### src/sv/stbs_pkg.sv
// Shared types and codes for the sorted-table binary search block.
package stbs_pkg;

    localparam logic OP_WRITE  = 1'b0;
    localparam logic OP_SEARCH = 1'b1;

    localparam int KEY_W = 16;
    localparam int PAY_W = 32;
    localparam int POS_W = 4;
    localparam int CNT_W = 5;

    typedef struct packed {
        logic             op;
        logic [POS_W-1:0] position;
        logic [KEY_W-1:0] key;
        logic [PAY_W-1:0] payload;
    } in_t;

    typedef struct packed {
        logic             op_echo;
        logic             found;
        logic [POS_W-1:0] match_position;
        logic [PAY_W-1:0] match_payload;
    } out_t;

    // One stored record as it sits in the table memory.
    typedef struct packed {
        logic [KEY_W-1:0] key;
        logic [PAY_W-1:0] payload;
    } rec_t;

    // Controller to datapath.
    typedef struct packed {
        logic load_item;
        logic probe;
        logic emit;
    } cmd_t;

    // Datapath to controller.
    typedef struct packed {
        logic op_search;
        logic empty;
        logic hit;
        logic range_done;
        logic out_free;
    } sts_t;

endpackage

### src/sv/stbs_ram.sv
// Generic single-port RAM with registered read data.
module stbs_ram #(
    parameter int WIDTH = 48,
    parameter int DEPTH = 16
) (
    input  logic                     clk,
    input  logic                     we,
    input  logic [$clog2(DEPTH)-1:0] addr,
    input  logic [WIDTH-1:0]         wdata,
    output logic [WIDTH-1:0]         rdata
);

    logic [WIDTH-1:0] mem_reg [DEPTH];
    logic [WIDTH-1:0] rdata_reg;

    always_ff @(posedge clk)
    begin
        if (we)
        begin
            mem_reg[addr] <= wdata;
        end
        rdata_reg <= mem_reg[addr];
    end

    assign rdata = rdata_reg;

endmodule

### src/sv/stbs_ctrl.sv
// Sequencer for request intake, search probes and result hand-off.
module stbs_ctrl (
    input  logic          clk,
    input  logic          rst_n,
    input  logic          in_valid,
    output logic          in_ready,
    output stbs_pkg::cmd_t cmd,
    input  stbs_pkg::sts_t sts
);
    import stbs_pkg::*;

    localparam logic [1:0] ST_IDLE   = 2'd0;
    localparam logic [1:0] ST_PROBE  = 2'd1;
    localparam logic [1:0] ST_FINISH = 2'd2;

    logic [1:0] state_reg;
    logic [1:0] state_next;
    logic       accept;

    assign in_ready = (state_reg == ST_IDLE);
    assign accept   = in_valid && in_ready;

    always_comb
    begin
        cmd.load_item = accept;
        cmd.probe     = (state_reg == ST_PROBE);
        cmd.emit      = (state_reg == ST_FINISH) && sts.out_free;
    end

    always_comb
    begin
        state_next = state_reg;
        case (state_reg)
            ST_IDLE:
            begin
                if (accept)
                begin
                    // Writes and searches of an empty table finish at once.
                    if (sts.op_search && !sts.empty)
                    begin
                        state_next = ST_PROBE;
                    end
                    else
                    begin
                        state_next = ST_FINISH;
                    end
                end
            end
            ST_PROBE:
            begin
                if (sts.hit || sts.range_done)
                begin
                    state_next = ST_FINISH;
                end
            end
            ST_FINISH:
            begin
                if (sts.out_free)
                begin
                    state_next = ST_IDLE;
                end
            end
            default:
            begin
                state_next = ST_IDLE;
            end
        endcase
    end

    always_ff @(posedge clk or negedge rst_n)
    begin
        if (!rst_n)
        begin
            state_reg <= ST_IDLE;
        end
        else
        begin
            state_reg <= state_next;
        end
    end

`ifndef ASSERT_OFF
    a_busy_after_accept: assert property (@(posedge clk) disable iff (!rst_n)
        accept |=> !in_ready)
        else $error("request accepted while previous one still in flight");
`endif

endmodule

### src/sv/stbs_dp.sv
// Search datapath: bounds, probe address, compare, result and output registers.
module stbs_dp #(
    parameter int DEPTH = 16
) (
    input  logic                        clk,
    input  logic                        rst_n,
    input  logic                        cfg_wr_en,
    input  logic [stbs_pkg::CNT_W-1:0]  cfg_wr_data,
    input  stbs_pkg::in_t               in_data,
    output logic                        out_valid,
    input  logic                        out_ready,
    output stbs_pkg::out_t              out_data,
    input  stbs_pkg::cmd_t              cmd,
    output stbs_pkg::sts_t              sts
);
    import stbs_pkg::*;

    localparam int AW = $clog2(DEPTH);

    logic [CNT_W-1:0] entries_reg;
    logic [KEY_W-1:0] key_reg;
    logic [KEY_W-1:0] key_next;
    logic [AW:0]      lo_reg;
    logic [AW:0]      lo_next;
    logic [AW:0]      hi_reg;
    logic [AW:0]      hi_next;
    logic [AW-1:0]    mid_reg;
    logic [AW-1:0]    mid_next;
    out_t             res_reg;
    out_t             res_next;
    out_t             out_reg;
    logic             out_valid_reg;
    logic             out_valid_next;

    logic [AW+5:0]    n_wide;
    logic [AW:0]      hi_start;
    logic [AW+1:0]    sum_start;
    logic [AW-1:0]    mid_start;
    logic [AW+3:0]    pos_wide;
    logic             pos_ok;
    logic [AW+3:0]    mid_wide;

    rec_t             rd_rec;
    logic [$bits(rec_t)-1:0] rd_bits;
    logic             hit;
    logic             less;
    logic [AW:0]      lo_probe;
    logic [AW:0]      hi_probe;
    logic [AW+1:0]    sum_probe;
    logic [AW-1:0]    mid_probe;

    logic             ram_we;
    logic [AW-1:0]    ram_addr;
    rec_t             ram_wrec;

    // Clamp the entry count to the table depth.
    assign n_wide    = (AW+6)'(entries_reg);
    assign hi_start  = (n_wide > (AW+6)'(DEPTH)) ? (AW+1)'(DEPTH) : n_wide[AW:0];
    assign sum_start = (AW+2)'(hi_start) - (AW+2)'(1);
    assign mid_start = sum_start[AW:1];

    assign pos_wide = (AW+4)'(in_data.position);
    assign pos_ok   = pos_wide < (AW+4)'(DEPTH);

    // Compare against the record read for the current midpoint.
    assign rd_rec    = rec_t'(rd_bits);
    assign hit       = (key_reg == rd_rec.key);
    assign less      = (key_reg < rd_rec.key);
    assign lo_probe  = less ? lo_reg : ((AW+1)'(mid_reg) + (AW+1)'(1));
    assign hi_probe  = less ? (AW+1)'(mid_reg) : hi_reg;
    assign sum_probe = (AW+2)'(lo_probe) + (AW+2)'(hi_probe) - (AW+2)'(1);
    assign mid_probe = sum_probe[AW:1];
    assign mid_wide  = (AW+4)'(mid_reg);

    always_comb
    begin
        sts.op_search  = (in_data.op == OP_SEARCH);
        sts.empty      = (hi_start == '0);
        sts.hit        = hit;
        sts.range_done = (lo_probe >= hi_probe);
        sts.out_free   = !out_valid_reg || out_ready;
    end

    // The next midpoint goes straight to the RAM so one probe fits in each cycle.
    always_comb
    begin
        ram_we           = cmd.load_item && (in_data.op == OP_WRITE) && pos_ok;
        ram_wrec.key     = in_data.key;
        ram_wrec.payload = in_data.payload;
        if (cmd.load_item)
        begin
            ram_addr = (in_data.op == OP_WRITE) ? pos_wide[AW-1:0] : mid_start;
        end
        else
        begin
            ram_addr = mid_probe;
        end
    end

    stbs_ram #(
        .WIDTH ($bits(rec_t)),
        .DEPTH (DEPTH)
    ) u_table (
        .clk   (clk),
        .we    (ram_we),
        .addr  (ram_addr),
        .wdata (ram_wrec),
        .rdata (rd_bits)
    );

    always_comb
    begin
        key_next = key_reg;
        lo_next  = lo_reg;
        hi_next  = hi_reg;
        mid_next = mid_reg;
        res_next = res_reg;
        if (cmd.load_item)
        begin
            key_next                = in_data.key;
            lo_next                 = '0;
            hi_next                 = hi_start;
            mid_next                = mid_start;
            res_next.op_echo        = in_data.op;
            res_next.found          = 1'b0;
            res_next.match_position = '0;
            res_next.match_payload  = '0;
        end
        else if (cmd.probe)
        begin
            if (hit)
            begin
                res_next.found          = 1'b1;
                res_next.match_position = mid_wide[POS_W-1:0];
                res_next.match_payload  = rd_rec.payload;
            end
            else
            begin
                lo_next  = lo_probe;
                hi_next  = hi_probe;
                mid_next = mid_probe;
            end
        end
    end

    always_ff @(posedge clk)
    begin
        key_reg <= key_next;
        lo_reg  <= lo_next;
        hi_reg  <= hi_next;
        mid_reg <= mid_next;
        res_reg <= res_next;
        if (cmd.emit)
        begin
            out_reg <= res_reg;
        end
    end

    always_comb
    begin
        out_valid_next = out_valid_reg;
        if (cmd.emit)
        begin
            out_valid_next = 1'b1;
        end
        else if (out_ready)
        begin
            out_valid_next = 1'b0;
        end
    end

    always_ff @(posedge clk or negedge rst_n)
    begin
        if (!rst_n)
        begin
            entries_reg   <= '0;
            out_valid_reg <= 1'b0;
        end
        else
        begin
            out_valid_reg <= out_valid_next;
            if (cfg_wr_en)
            begin
                entries_reg <= cfg_wr_data;
            end
        end
    end

    assign out_valid = out_valid_reg;
    assign out_data  = out_reg;

`ifndef ASSERT_OFF
    a_mid_in_range: assert property (@(posedge clk) disable iff (!rst_n)
        cmd.probe |-> ((AW+1)'(mid_reg) >= lo_reg) && ((AW+1)'(mid_reg) < hi_reg))
        else $error("probe midpoint outside open range");
    a_hi_bounded: assert property (@(posedge clk) disable iff (!rst_n)
        cmd.probe |-> (hi_reg <= (AW+1)'(DEPTH)))
        else $error("search bound beyond table depth");
    a_write_no_match: assert property (@(posedge clk) disable iff (!rst_n)
        (cmd.emit && (res_reg.op_echo == OP_WRITE)) |=> !out_data.found)
        else $error("write request reported a match");
`endif

endmodule

### src/sv/sorted_table_binary_search.sv
// Sorted-table binary search: top level tying the sequencer to the datapath.
//
// Holds a table of DEPTH records (16-bit key, 32-bit payload) in one RAM with
// registered read. A write request stores its record at position (positions
// of DEPTH or more are dropped) and answers with found, position and payload
// all zero. A search request bisects positions 0 .. entries_in_use-1 (count
// clamped to DEPTH); keys must be stored in ascending order. Each probe is
// one RAM read. A request is taken, the search runs up to ceil(log2(n+1))
// probes for n entries searched, and the result then moves into the output
// register once that is free; a write or a search of an empty table skips
// the probes. One request is in work at a time; the next may be taken while
// the previous result waits in the output register. The table needs no
// clearing after reset; entries must be written before they are searched.
// entries_in_use must be written through cfg_wr_en / cfg_wr_data only while
// the block is idle; the block itself does not enforce this.
module sorted_table_binary_search #(
    parameter int DEPTH = 16
) (
    input  logic                       clk,
    input  logic                       rst_n,
    input  logic                       cfg_wr_en,
    input  logic [stbs_pkg::CNT_W-1:0] cfg_wr_data,
    input  logic                       in_valid,
    output logic                       in_ready,
    input  stbs_pkg::in_t              in_data,
    output logic                       out_valid,
    input  logic                       out_ready,
    output stbs_pkg::out_t             out_data
);
    import stbs_pkg::*;

    cmd_t cmd;
    sts_t sts;

    stbs_ctrl u_ctrl (
        .clk      (clk),
        .rst_n    (rst_n),
        .in_valid (in_valid),
        .in_ready (in_ready),
        .cmd      (cmd),
        .sts      (sts)
    );

    stbs_dp #(
        .DEPTH (DEPTH)
    ) u_dp (
        .clk         (clk),
        .rst_n       (rst_n),
        .cfg_wr_en   (cfg_wr_en),
        .cfg_wr_data (cfg_wr_data),
        .in_data     (in_data),
        .out_valid   (out_valid),
        .out_ready   (out_ready),
        .out_data    (out_data),
        .cmd         (cmd),
        .sts         (sts)
    );

endmodule

### config.mk
export PLATFORM = sky130hd
export DESIGN_NAME = sorted_table_binary_search
export DESIGN_NICKNAME = d
export VERILOG_FILES = /design/src/sv/stbs_pkg.sv /design/src/sv/stbs_ram.sv /design/src/sv/stbs_ctrl.sv /design/src/sv/stbs_dp.sv /design/src/sv/sorted_table_binary_search.sv
export SDC_FILE = /design/constraint.sdc
export NUM_CORES = 1
export LEC_CHECK = 0
export ABC_AREA = 1
export BUFFER_PORTS_ARGS = -buffer_cell sky130_fd_sc_hd__clkbuf_2
export CAP_MARGIN = 20
export CORE_MARGIN = 1.5
export CORE_UTILIZATION = 44
export DETAILED_ROUTE_END_ITERATION = 16
export MAX_ROUTING_LAYER = met4
export PLACE_DENSITY = 0.68
export SKIP_LAST_GASP = 1
export SLEW_MARGIN = 10
export SYNTH_ARGS = -nofsm -noshare
export SYNTH_HDL_FRONTEND = slang
export SYNTH_SLANG_ARGS = --single-unit
### constraint.sdc
create_clock -name clk -period 7.57 [get_ports clk]
set_input_delay 1.8925 -clock clk [delete_from_list [all_inputs] [get_ports clk]]
set_output_delay 1.8925 -clock clk [all_outputs]
set_load 0.01 [all_outputs]
---- Word-level counts from Yosys, hierarchy flattened ----
Memories as Yosys holds them, arrays and structs flattened. A register that Yosys moved wholly into a read port is not among the register bits.
Index checks and enable logic that the tools add are counted.
W data, S select, Z words.
word-level totals
  register bits after elaboration ......... 114
  memory bits (writable) .................. 768
  input bits .............................. 63
  output and inout port bits .............. 40
  logic and storage cells ................. 70
  memories ................................ 1
operators by class
  $add $sub $neg .......................... 4
  $lt $le $gt $ge ......................... 4
  eq/ne operators ......................... 7
  multiplexer cells ....................... 20
  bitwise logic cells ..................... 2
  reduce and logical (&&, ||, !) cells .... 17
memories
  name                  words  bits a word  read ports  clocked after Yosys merged registers in  write ports  RTL line        RTL
  u_dp.u_table.mem_reg  16     48           1           1                                        1            stbs_ram.sv:13  logic [WIDTH-1:0] mem_reg [DEPTH];
operators by type and width
  kind                   number
  $mux W5                6
  $mux W4                5
  $eq A16 B16 Y1         1
  $lt A16 B16 Y1         1
  $sub A5 B1 Y5 const B  2
  $mux W2                4
  $pmux W2 S3            1
  $reduce_and A2 Y1      3
  $add A4 B1 Y5 const B  1
  $add A5 B5 Y5          1
  $ge A5 B5 Y1           1
  $gt A5 B5 Y1 const B   1
  $logic_and A1 B1 Y1    5
  $logic_not A5 Y1       1
  $lt A4 B5 Y1 const B   1
  $mux W1                4
  $ne A2 B1 Y1 const B   2
  $ne A2 B2 Y1 const B   2
  $reduce_bool A2 Y1     2
  $reduce_and A3 Y1      1
  $eq A2 B1 Y1 const B   1
  $eq A2 B2 Y1 const B   1
  $logic_not A1 Y1       2
  $logic_not A2 Y1       1
  2 further kinds        4

---- Depth between registers and ports, before layout ----
Gate-level depths: netlist (run 1).
  depth in word-level cells ............... 8
  gate-level depth with buffers ........... 27

---- Hierarchy ----
Synthesis (run 1) repeated with hierarchy kept, for this count alone.
second synthesis, totals
  cell total of the unflattened synthesis .. 3,660
  area, all modules ....................... 38,224.2 um2
modules (own cells, without submodules)
  module     times used  cells an instance  area an instance (um2)  seq. area each (um2)
  stbs_ram   1           3,155              33,234.4                24,023.0
  stbs_dp    1           481                4,818.4                 2,912.8
  stbs_ctrl  1           24                 171.4                   50.0

---- Worst setup path after synthesis (run 1) ----
OpenSTA, ideal clock, no wires.
  kind .................................... reg-to-reg
  start point ............................. register u_dp.key_reg[15]
  end point ............................... memory u_dp.u_table.mem_reg[10][0] (enable)
  setup time .............................. 0.454 ns
  arrival ................................. 5.455 ns
  slack ................................... 1.661 ns
  cell stages (with the launch flop) ...... 22
  buffers on the path ..................... 2
  period minus slack after synthesis ...... 5.909 ns
  cells stage by stage .................... edfxtp_1 ha_1 nand2_1 nor2_1 nand4_1 inv_1 nand2_1 nand2_1 nand2_1 nand2_1 inv_1 ha_1 ha_1 fa_1 xor2_1 nand2_1 nand3_1 nand2_2 buf_4 buf_4 nand2_1 nor2_1
on the way
  longest elaborated chain between the ends .. 5
ends and longest elaborated chain
  what                        RTL line        RTL
  start, declared             stbs_dp.sv:21   logic [KEY_W-1:0] key_reg;
  start signal, assigned      stbs_dp.sv:148  key_reg <= key_next;
  $lt A16 B16 Y1              stbs_dp.sv:68   assign less = (key_reg < rd_rec.key);
  $mux W5                     stbs_dp.sv:69   assign lo_probe = less ? lo_reg : ((AW+1)'(mid_reg) + (AW+1)'(1));
  named net u_dp.lo_probe[1]  stbs_dp.sv:47   logic [AW:0] lo_probe;
  $add A5 B5 Y5               stbs_dp.sv:71   assign sum_probe = (AW+2)'(lo_probe) + (AW+2)'(hi_probe) - (AW+2)'(1);
  $sub A5 B1 Y5               stbs_dp.sv:71
  $mux W4                     stbs_dp.sv:90   if (cmd.load_item)
  end, declared               stbs_ram.sv:13
The timed path passes the listed nets, and every way through them passes these cells.

---- Final worst setup path (run 1) ----
  start point ............................. register u_dp.key_reg[1]
  end point ............................... memory u_dp.u_table.mem_reg[6][45] (enable)
on the way
  longest elaborated chain between the ends .. 5
ends and longest elaborated chain
  what                        RTL line
  $lt A16 B16 Y1 (*)          stbs_dp.sv:68
  $mux W5 (on tied branches)  stbs_dp.sv:69, stbs_dp.sv:70
  $add A5 B5 Y5 (*)           stbs_dp.sv:71
  $sub A5 B1 Y5 (*)           stbs_dp.sv:71
  $mux W4 (*)                 stbs_dp.sv:90
Every way passes the cells marked *; elsewhere a longest branch is shown, timed or not.

==> results of run 1 <==
synth_stat cells:
| master | number |
|---|---|
| nor2_1 | 34 |
| edfxtp_1 | 832 |
| a31oi_1 | 1 |
| nor3_1 | 2 |
| buf_1 | 6 |
| inv_1 | 53 |
| nand3b_1 | 7 |
| nor2_4 | 1 |
| dfxtp_1 | 90 |
| dfrtp_1 | 8 |
| o41ai_1 | 1 |
| nand3_1 | 447 |
| a21oi_1 | 48 |
| nor4_1 | 1 |
| ha_1 | 31 |
| inv_2 | 7 |
| nand2_1 | 1901 |
| o21ai_0 | 13 |
| nand2_4 | 2 |
| fa_1 | 1 |
| nand3_2 | 1 |
| nand4_1 | 2 |
| or2_2 | 1 |
| o21bai_1 | 1 |
| xor2_1 | 5 |
| nor2_2 | 1 |
| a21oi_2 | 1 |
| buf_6 | 2 |
| buf_4 | 33 |
| clkbuf_1 | 34 |
| buf_2 | 141 |
| nand2_2 | 8 |
metal layers:
layer | vias up | GRT usage, %
li1 | 12455 | -
met1 | 12355 | 29.5
met2 | 995 | 34.1
met3 | 159 | 3.33
met4 | 0 | 6.81
met5 | - | -
stage by stage:
| stage | util, % | instance area, um2 | hold slack, ns | instances |
|---|---|---|---|---|
| after floorplan | - | 38800 | 0.400 | 3716 |
| after global placement | 46.3 | 40300 | 0.412 | 4800 |
| after detailed placement | 46.3 | 40300 | 0.415 | 4800 |
| after CTS | 49.7 | 43200 | 0.416 | 4970 |
| after global routing | 49.7 | 43200 | 0.427 | 4974 |
| final | 49.7 | 43200 | 0.422 | 4974 |
final timing paths:
kind / from / to / slack [ns] / cells past startpoint
max reg2reg: u_dp.key_reg[1]$_DFFE_PP_ / u_dp.u_table.mem_reg[6][45]$_DFFE_PP_ / 1.63 / 22
min reg2reg: u_dp.res_reg[28]$_SDFFE_PP0P_ / u_dp.out_data[28]$_DFFE_PP_ / 0.42 / 0
min in group asynchronous: rst_n / u_dp.out_valid$_DFFE_PN0P_ / 1.08 / 1
min: u_dp.res_reg[28]$_SDFFE_PP0P_ / u_dp.out_data[28]$_DFFE_PP_ / 0.42 / 0
max: u_dp.key_reg[1]$_DFFE_PP_ / u_dp.u_table.mem_reg[6][45]$_DFFE_PP_ / 1.63 / 22
max in group asynchronous: rst_n / u_dp.entries_reg[1]$_DFFE_PN0P_ / 6.32 / 1
kinds of logic (layout without fill, tap and decap cells):
kind of cell / Yosys count / count (layout)
other: 0 / 4
AND/OR/NAND/NOR: 2408 / 2408
XOR/XNOR: 5 / 5
adder cells (fa/ha/maj): 32 / 32
flip-flops: 930 / 930
buffers and inverters: 276 / 375
AO/OA/AOI/OAI: 65 / 65
layout by cell type (no fill, tap or decap), types with 4 or more instances in the layout:
cell,n
inv_2,7
inv_6,4
buf_4,31
a21oi_1,48
o21ai_0,13
clkbuf_1,27
ha_1,31
xor2_1,5
clkbuf_2,102
dfxtp_1,90
nand2_4,4
nor2_4,19
clkbuf_8,4
nand3_1,447
clkinv_1,13
edfxtp_1,832
bufinv_16,6
nor2_1,16
nand3b_1,7
clkbuf_16,93
buf_12,12
inv_1,53
clkinv_2,19
diode_2,4
nand2_8,5
dfrtp_1,8
nand2_1,1900
area by class of cell:
type / count / area (um2)
Multi-Input combinational cell: 2510 / 10700
Sequential cell: 930 / 27000
Fill cell: 7636 / 43800
Antenna cell: 4 / 10.0
Inverter: 60 / 225
Tap cell: 1155 / 1450
Clock inverter: 46 / 410
Clock buffer: 124 / 2480
Timing Repair Buffer: 145 / 983
==> results.py, run 1 <==
metrics = {
    "clock_network": {
        "path_clk_slew_ns": 0.06,
        "insertion_delay_ns": 0.66,
        "cts_hold_buf": 0,
        "ctsResizeCount": 0,
        "clock-root-buffer": "clkbuf_16",
        "post_cts_buffers": 0,
        "cts_tree": "done",
        "clock_path_buffers": 3,
        "htree_num_levels": 3,
        "clock-sinks": 930,
        "cts_made_buffers": 91,
    },
    "status": {
        "status": "finished clean",
    },
    "global_routing": {
        "grt_pass1_wl_um": 148000,
        "grt_max_degree": 161,
        "grt_use_total_pct": 21.8,
        "antenna_found_initial": 4,
        "overflow": 0,
        "first_global_vias": 25058,
    },
    "critical_path": {
        "crit_type": "register to register",
        "crit_path_max_incr_delay_ns": 0.71,
        "cp.required_ns": 7.90,
        "crit_top_cell": "nand2_1",
        "critPathCaptureType": "register",
        "crit_fanout": 51,
        "crit_path_start_kind": "register",
        "cp_cell_sequence": "ha_1 -> inv_1 -> nor2_1 -> o21ai_0 -> nand2_1 -> nand2_1 -> nand2_1 -> nand2_1 -> nand2_1 -> nand2_1 -> nand2_1 -> ha_1 -> ha_1 -> a21oi_1 -> nand2_1 -> xor2_1 -> or2_2 -> nand2_4 -> inv_2 -> nand2_1 -> nor2_4 -> buf_12",
        "path_delay_family": "simple AND/OR/NAND/NOR gates",
        "path_buf_inv": 3,
        "cpMaxStageDelayCell": "nor2_4",
        "cp_data_arrival_time_ns": 6.27,
    },
    "die": {
        "die_height_um": 300,
        "fp.coreArea_um2": 87000,
        "num_io_pins": 103,
        "initial_utilization_pct": 44.6,
        "fp.dieW_um": 300,
        "fp-row-count": 108,
        "die_area_um2": 90000,
    },
    "synthesis": {
        "ys_seq_area_share_pct": 69.5,
        "synthDistinctLibCells": 32,
        "yosys_warnings": 0,
        "ys_seq_elements": 930,
        "syn-num-nets": 3811,
        "yosys.area.top_type_share_pct": 64.4,
        "synth.area.mux_share_pct": 0,
        "synth_top_area_cell": "edfxtp_1",
        "ys_top_cells_by_area": "edfxtp_1 (64%), nand2_1 (18%), nand3_1 (5.8%)",
        "synth_top_family_by_area": "simple AND/OR/NAND/NOR gates",
        "synth_area_per_cell_um2": 10.4,
        "synthXorXnorAreaFrac_pct": 0.113,
        "syn_area_um2": 38800,
        "synth_cells": 3716,
        "synth_compound_area_share_pct": 0.867,
        "yosys.area_share.simple_pct": 25.0,
        "synthAdderAreaFrac_pct": 1.05,
    },
    "place": {
        "dp_slack_ns": 1.55,
        "place_congestion": 0.839,
        "dpl.hpwl_um": 51000,
        "portBuffers": 102,
    },
    "sta": {
        "fin_crit_ns": 5.94,
        "finalWorstSetupSlack_ns": 1.63,
        "rsz0062_at_grt": "false",
        "clock.fmax_mhz": 168,
        "tightest_slew_ns": 1.08,
        "setup_tns_ns": 0,
        "period_share_pct": 78.5,
        "relSlewSlack_pct": 28.1,
        "hold_viol": 0,
        "finalSetupViolations": 0,
        "slew_viol_final": 0,
        "finalClockSkew_ns": 0.0250,
    },
    "drt": {
        "top_layer_used": "met4",
        "vias_per_cell": 5.22,
        "route.met2.wl_um": 44800,
        "wl_per_cell_um": 19.2,
        "drc": 0,
        "drt_wl_total_um": 95400,
        "dr.pass1.iters": 6,
        "ant_nets": 0,
        "wl_met3_um": 7450,
        "vias": 25964,
        "drtIter0Drc": 2605,
        "m1WireLength_um": 40900,
    },
    "run": {
        "maxCapViolCount": 0,
    },
    "finish": {
        "area_growth_pct": 11.4,
        "drive_gt1_share_pct": 8.28,
        "layout.nets": 3833,
        "largest_reg_flops": 768,
    },
    "hold_path": {
        "hold_path.class": "register to register",
    },
}
Power of run 1 is left out: the tool's default activity adds up to more than one toggle a clock period on the data nets, which glitch-free logic cannot reach.
==> inputs of run 2 (changes only) <==
Settings changed: ABC_AREA 1 to 0.
Clock period 7.57 ns to 5.8 ns, I/O delays scaled along.
==> results.py, run 2 <==
metrics = {
    "global_routing": {
        "antenna_found_initial": 6,
        "grt_pass1_wl_um": 127000,
        "grt_use_total_pct": 20.9,
        "grt_max_degree": 111,
        "overflow": 0,
        "first_global_vias": 20562,
    },
    "sta": {
        "fin_hold_ws_ns": 0.428,
        "rsz0062_at_grt": "false",
        "slew_viol_final": 0,
        "finalClockSkew_ns": 0.0238,
        "tightest_slew_ns": 1.09,
        "period_share_pct": 92.8,
        "finalWorstSetupSlack_ns": 0.416,
        "setup_tns_ns": 0,
        "fin_crit_ns": 5.38,
        "finalSetupViolations": 0,
        "relSlewSlack_pct": 27.5,
        "hold_viol": 0,
        "clock.fmax_mhz": 186,
    },
    "synthesis": {
        "ys_seq_area_share_pct": 74.9,
        "synthXorXnorAreaFrac_pct": 0.146,
        "synth_top_area_cell": "edfxtp_1",
        "synthAdderAreaFrac_pct": 1.13,
        "syn_area_um2": 36000,
        "synth_top_family_by_area": "compound AO/OA/AOI/OAI gates",
        "yosys.area_share.simple_pct": 7.12,
        "synth.area.mux_share_pct": 5.80,
        "yosys_warnings": 0,
        "yosysMostFrequentCell": "edfxtp_1",
        "synth_cells": 2274,
        "synth_compound_area_share_pct": 8.20,
        "async_flop_share_pct": 0.860,
        "synthDistinctLibCells": 48,
        "synth_ff_type": "edfxtp_1",
        "synth_area_per_cell_um2": 15.8,
        "ys_top_cells_by_area": "edfxtp_1 (69%), mux2i_1 (5.6%), nand3_1 (5.4%)",
        "yosys-top-cells-count": "edfxtp_1 (832), nand3_1 (386), mux2i_1 (202), o211ai_1 (98), o211a_1 (97)",
        "yosys.area.top_type_share_pct": 69.4,
        "ys_seq_elements": 930,
        "synth_edf_count": 832,
        "syn-num-nets": 2369,
    },
    "clock_network": {
        "cts_hold_buf": 0,
        "ctsResizeCount": 0,
        "clock-root-buffer": "clkbuf_16",
        "htree_num_levels": 3,
        "clock-sinks": 930,
        "cts_tree": "done",
        "path_clk_slew_ns": 0.06,
        "clock_path_buffers": 3,
        "cts_made_buffers": 94,
        "insertion_delay_ns": 0.65,
        "post_cts_buffers": 0,
    },
    "die": {
        "fp-row-count": 104,
        "die_height_um": 289,
        "die_area_um2": 83600,
        "initial_utilization_pct": 44.6,
        "num_io_pins": 103,
        "fp.coreArea_um2": 80800,
        "fp.dieW_um": 289,
    },
    "finish": {
        "largest_reg_flops": 768,
        "multi_input_area_um2": 8240,
        "area_growth_pct": 14.5,
        "fin_area_um2": 41200,
        "final_cell_mix": "edfxtp_1 (832), nand3_1 (386), mux2i_1 (202), clkbuf_2 (102), o211ai_1 (98)",
        "mostFrequentLayoutCell": "edfxtp_1",
        "drive_gt1_share_pct": 14.6,
        "ff_latch_area_um2": 27000,
        "filler_cell_count": 6485,
        "layout.nets": 2485,
    },
    "critical_path": {
        "rr_startpoint": "u_dp.key_reg[1]$_DFFE_PP_",
        "critPathCaptureType": "register",
        "path_buf_inv": 5,
        "reg2reg_depth": 21,
        "crit_top_cell": "ha_1",
        "cp_cell_sequence": "ha_1 -> nor2b_1 -> o211ai_1 -> a21oi_1 -> o41ai_1 -> buf_4 -> nand2_1 -> buf_4 -> mux2i_1 -> inv_1 -> ha_1 -> ha_1 -> fa_1 -> nand2_1 -> o211ai_1 -> buf_12 -> buf_12 -> mux2i_1 -> o211a_1 -> o22ai_1 -> a221o_1",
        "crit_type": "register to register",
        "rr_endpoint": "u_dp.u_table.rdata[17]$_DFF_P_",
        "r2r_slack_ns": 0.42,
        "path_delay_family": "compound AO/OA/AOI/OAI gates",
        "cp_data_arrival_time_ns": 5.90,
        "crit_path_max_incr_delay_ns": 0.53,
        "crit_fanout": 58,
        "cp.required_ns": 6.32,
        "crit_path_start_kind": "register",
        "cpMaxStageDelayCell": "fa_1",
    },
    "place": {
        "dpl.hpwl_um": 45700,
        "place_congestion": 0.831,
        "portBuffers": 102,
        "dp_slack_ns": 0.321,
        "placed_area_um2": 38200,
    },
    "hold_path": {
        "hold_path.class": "register to register",
        "hp-start": "u_dp.res_reg[3]$_SDFFE_PP0P_",
        "hold_end": "u_dp.out_data[3]$_DFFE_PP_",
        "whs_path_depth": 0,
    },
    "status": {
        "status": "finished clean",
    },
    "drt": {
        "wl_met3_um": 6340,
        "ant_nets": 0,
        "drc": 0,
        "drtIter0Drc": 2189,
        "top_layer_used": "met4",
        "vias": 20591,
        "m1WireLength_um": 36300,
        "wl_per_cell_um": 24.0,
        "vias_per_cell": 5.82,
        "dr.pass1.iters": 7,
        "drt_wl_total_um": 84800,
        "route.met2.wl_um": 40700,
    },
    "run": {
        "maxCapViolCount": 0,
    },
}
-- run 2: final cells by class --
class / instances / area share, %
flip-flops and latches: 930 / 65.4
repair buffers: 186 / 3.83
clock buffers: 135 / 6.50
multi-input cells: 1149 / 20.0
well taps: 1060 / 3.22
clock inverters: 41 / 0.755
diodes: 6 / 0.0364
inverters: 29 / 0.264
-- run 2: logic make-up (layout without fill, tap and decap cells) --
logic type | after synthesis | after routing
xor+xnor | 6 | 6
fa+ha+maj | 32 | 32
mux | 208 | 208
flops | 930 | 930
other cells | 0 | 6
compound gates | 371 | 371
simple gates | 532 | 532
buf+inv | 195 | 391
-- run 2: stage by stage --
stage | util [%] | instances
after floorplan | - | 2274
after global placement | 47.3 | 3349
after detailed placement | 47.3 | 3349
after CTS | 51.0 | 3525
after global routing | 51.0 | 3536
final | 51.0 | 3536
-- run 2: worst max path at each step --
stage / depth (start not counted) / endpoint / startpoint / slack (ns)
final: 21 / u_dp.u_table.rdata[17]$_DFF_P_ / u_dp.key_reg[1]$_DFFE_PP_ / 0.42
after CTS: 20 / u_dp.u_table.mem_reg[10][34]$_DFFE_PP_ / u_dp.key_reg[1]$_DFFE_PP_ / 0.28
after global placement: 21 / u_dp.u_table.mem_reg[10][29]$_DFFE_PP_ / u_dp.u_table.rdata[33]$_DFF_P_ / 0.42
after detailed placement: 20 / u_dp.u_table.mem_reg[10][34]$_DFFE_PP_ / u_dp.key_reg[1]$_DFFE_PP_ / 0.32
after global routing: 20 / u_dp.u_table.mem_reg[15][9]$_DFFE_PP_ / u_dp.key_reg[1]$_DFFE_PP_ / 0.06
after floorplan: 20 / u_dp.u_table.mem_reg[10][0]$_DFFE_PP_ / u_dp.key_reg[1]$_DFFE_PP_ / -0.79
-- run 2: per-layer routing --
| metal | GRT usage (%) | up-vias |
|---|---|---|
| li1 | - | 9204 |
| met1 | 27.8 | 10513 |
| met2 | 32.7 | 754 |
| met3 | 4.28 | 120 |
| met4 | 5.61 | 0 |
| met5 | - | - |
Power of run 2 is left out for the same reason.
==> inputs of run 3 (changes only) <==
Settings changed: CORE_UTILIZATION 44 to 40, PLACE_DENSITY 0.68 to 0.63.
==> results.py, run 3 (synthesis results as in run 2) <==
metrics = {
    "status": {
        "status": "finished clean",
    },
    "hold_path": {
        "hold_path.class": "register to register",
        "hp-start": "u_dp.res_reg[37]$_DFFE_PP_",
    },
    "finish": {
        "final_cell_mix": "edfxtp_1 (832), nand3_1 (386), mux2i_1 (202), clkbuf_2 (102), o211ai_1 (98)",
        "drive_gt1_share_pct": 15.0,
        "multi_input_area_um2": 8240,
        "filler_cell_count": 7431,
        "instances_no_fill": 3646,
        "mostFrequentLayoutCell": "edfxtp_1",
        "layout.nets": 2485,
        "largest_reg_flops": 768,
        "ff_latch_area_um2": 27000,
        "area_growth_pct": 16.1,
    },
    "critical_path": {
        "cp_cell_sequence": "ha_1 -> nor2b_1 -> o211ai_1 -> a21oi_1 -> o41ai_1 -> buf_4 -> nand2_1 -> buf_4 -> mux2i_1 -> inv_1 -> ha_1 -> ha_1 -> fa_1 -> nand2_1 -> o211ai_1 -> buf_12 -> buf_12 -> mux2i_1 -> o211a_1 -> o22ai_1 -> a221o_1",
        "crit_path_max_incr_delay_ns": 0.54,
        "rr_startpoint": "u_dp.key_reg[1]$_DFFE_PP_",
        "crit_type": "register to register",
        "crit_fanout": 51,
        "cpMaxStageDelayCell": "fa_1",
        "crit_start": "u_dp.key_reg[1]$_DFFE_PP_",
        "critPathCaptureType": "register",
        "path_buf_inv": 5,
        "crit_path_start_kind": "register",
        "cp.required_ns": 6.34,
        "path_delay_family": "compound AO/OA/AOI/OAI gates",
        "crit_top_cell": "ha_1",
        "cp_data_arrival_time_ns": 5.76,
    },
    "global_routing": {
        "grt_max_degree": 105,
        "first_global_vias": 20364,
        "grt_use_total_pct": 19.3,
        "antenna_found_initial": 9,
        "grt_pass1_wl_um": 129000,
        "overflow": 0,
    },
    "die": {
        "die_height_um": 303,
        "fp-row-count": 109,
        "fp.dieW_um": 303,
        "num_io_pins": 103,
        "fp.coreArea_um2": 88800,
        "die_area_um2": 91900,
        "initial_utilization_pct": 40.6,
    },
    "clock_network": {
        "post_cts_buffers": 0,
        "clock-sinks": 930,
        "ctsResizeCount": 0,
        "clock_path_buffers": 3,
        "cts_hold_buf": 0,
        "htree_num_levels": 3,
        "path_clk_slew_ns": 0.06,
        "insertion_delay_ns": 0.67,
        "cts_tree": "done",
        "cts_made_buffers": 96,
        "clock-root-buffer": "clkbuf_16",
    },
    "sta": {
        "clock.fmax_mhz": 192,
        "relSlewSlack_pct": 29.1,
        "rsz0062_at_grt": "false",
        "hold_viol": 0,
        "period_share_pct": 90.0,
        "finalClockSkew_ns": 0.0346,
        "setup_tns_ns": 0,
        "tightest_slew_ns": 1.06,
        "finalSetupViolations": 0,
        "finalWorstSetupSlack_ns": 0.583,
        "slew_viol_final": 0,
        "fin_crit_ns": 5.22,
    },
    "drt": {
        "drtIter0Drc": 2067,
        "wl_per_cell_um": 23.5,
        "vias_per_cell": 5.60,
        "ant_nets": 0,
        "vias": 20425,
        "drc": 0,
        "drt_wl_total_um": 85800,
        "dr.pass1.iters": 7,
    },
    "place": {
        "portBuffers": 102,
        "place_congestion": 0.809,
        "dpl.hpwl_um": 45800,
        "dp_slack_ns": 0.586,
        "place_inst": 3456,
    },
    "run": {
        "maxCapViolCount": 0,
    },
}
run 3: cell count changes in the layout (fill, tap and decap cells not counted), sizes merged:
cell | before | now
clkbuf | 237 | 241
clkinvlp | 3 | 2
clkinv | 33 | 27
inv | 31 | 33
diode | 6 | 8
bufinv | 3 | 9
buf | 84 | 82
run 3: metrics by stage:
| stage | hold WS (ns) | utilization [%] | instance area, um2 |
|---|---|---|---|
| after floorplan | 0.400 | - | 36000 |
| after global placement | 0.403 | 43.3 | 38500 |
| after detailed placement | 0.407 | 43.3 | 38500 |
| after CTS | 0.421 | 47.0 | 41800 |
| after global routing | 0.428 | 47.1 | 41800 |
| final | 0.419 | 47.1 | 41800 |
run 3: worst reg2reg max path: stages (launching register included):
cell and delay [ns]:
edfxtp_1 0.36, ha_1 0.29, nor2b_1 0.14, o211ai_1 0.16, a21oi_1 0.13, o41ai_1 0.42, buf_4 0.20, nand2_1 0.05
buf_4 0.21, mux2i_1 0.23, inv_1 0.07, ha_1 0.29, ha_1 0.22, fa_1 0.54, nand2_1 0.09, o211ai_1 0.25
buf_12 0.31, buf_12 0.36, mux2i_1 0.28, o211a_1 0.16, o22ai_1 0.07, a221o_1 0.27
run 3: cell type report:
class | count | share of cell area [%]
Inverter | 29 | 0.260
Sequential cell | 930 | 64.6
Multi-Input combinational cell | 1149 | 19.7
Timing Repair Buffer | 184 | 4.06
Clock inverter | 42 | 1.26
Antenna cell | 8 | 0.0479
Clock buffer | 139 | 6.61
Tap cell | 1165 | 3.49
run 3: layer usage:
| metal | wire length [um] | part of all wire (%) | global-route usage (%) | up-vias |
|---|---|---|---|---|
| met3 | 5400 | 6.3 | 3.21 | 121 |
| met5 | 0 | 0 | - | - |
| met2 | 40200 | 47 | 29.7 | 621 |
| met1 | 38500 | 45 | 26.6 | 10460 |
| met4 | 1640 | 1.9 | 5.59 | 0 |
| li1 | - | - | - | 9223 |
run 3: worst paths after layout:
check	endpoint	slack, ns	cells after the start
hold reg to reg	u_dp.out_data[37]$_DFFE_PP_	0.42	0
setup reg to reg	u_dp.u_table.rdata[28]$_DFF_P_	0.58	21
setup / recovery	u_dp.u_table.rdata[28]$_DFF_P_	0.58	21
min in group asynchronous	u_dp.entries_reg[0]$_DFFE_PN0P_	0.63	1
max in group asynchronous	u_ctrl.state_reg[1]$_DFFE_PN0P_	4.99	1
hold / removal	u_dp.out_data[37]$_DFFE_PP_	0.42	0
Power of run 3 is left out for the same reason.
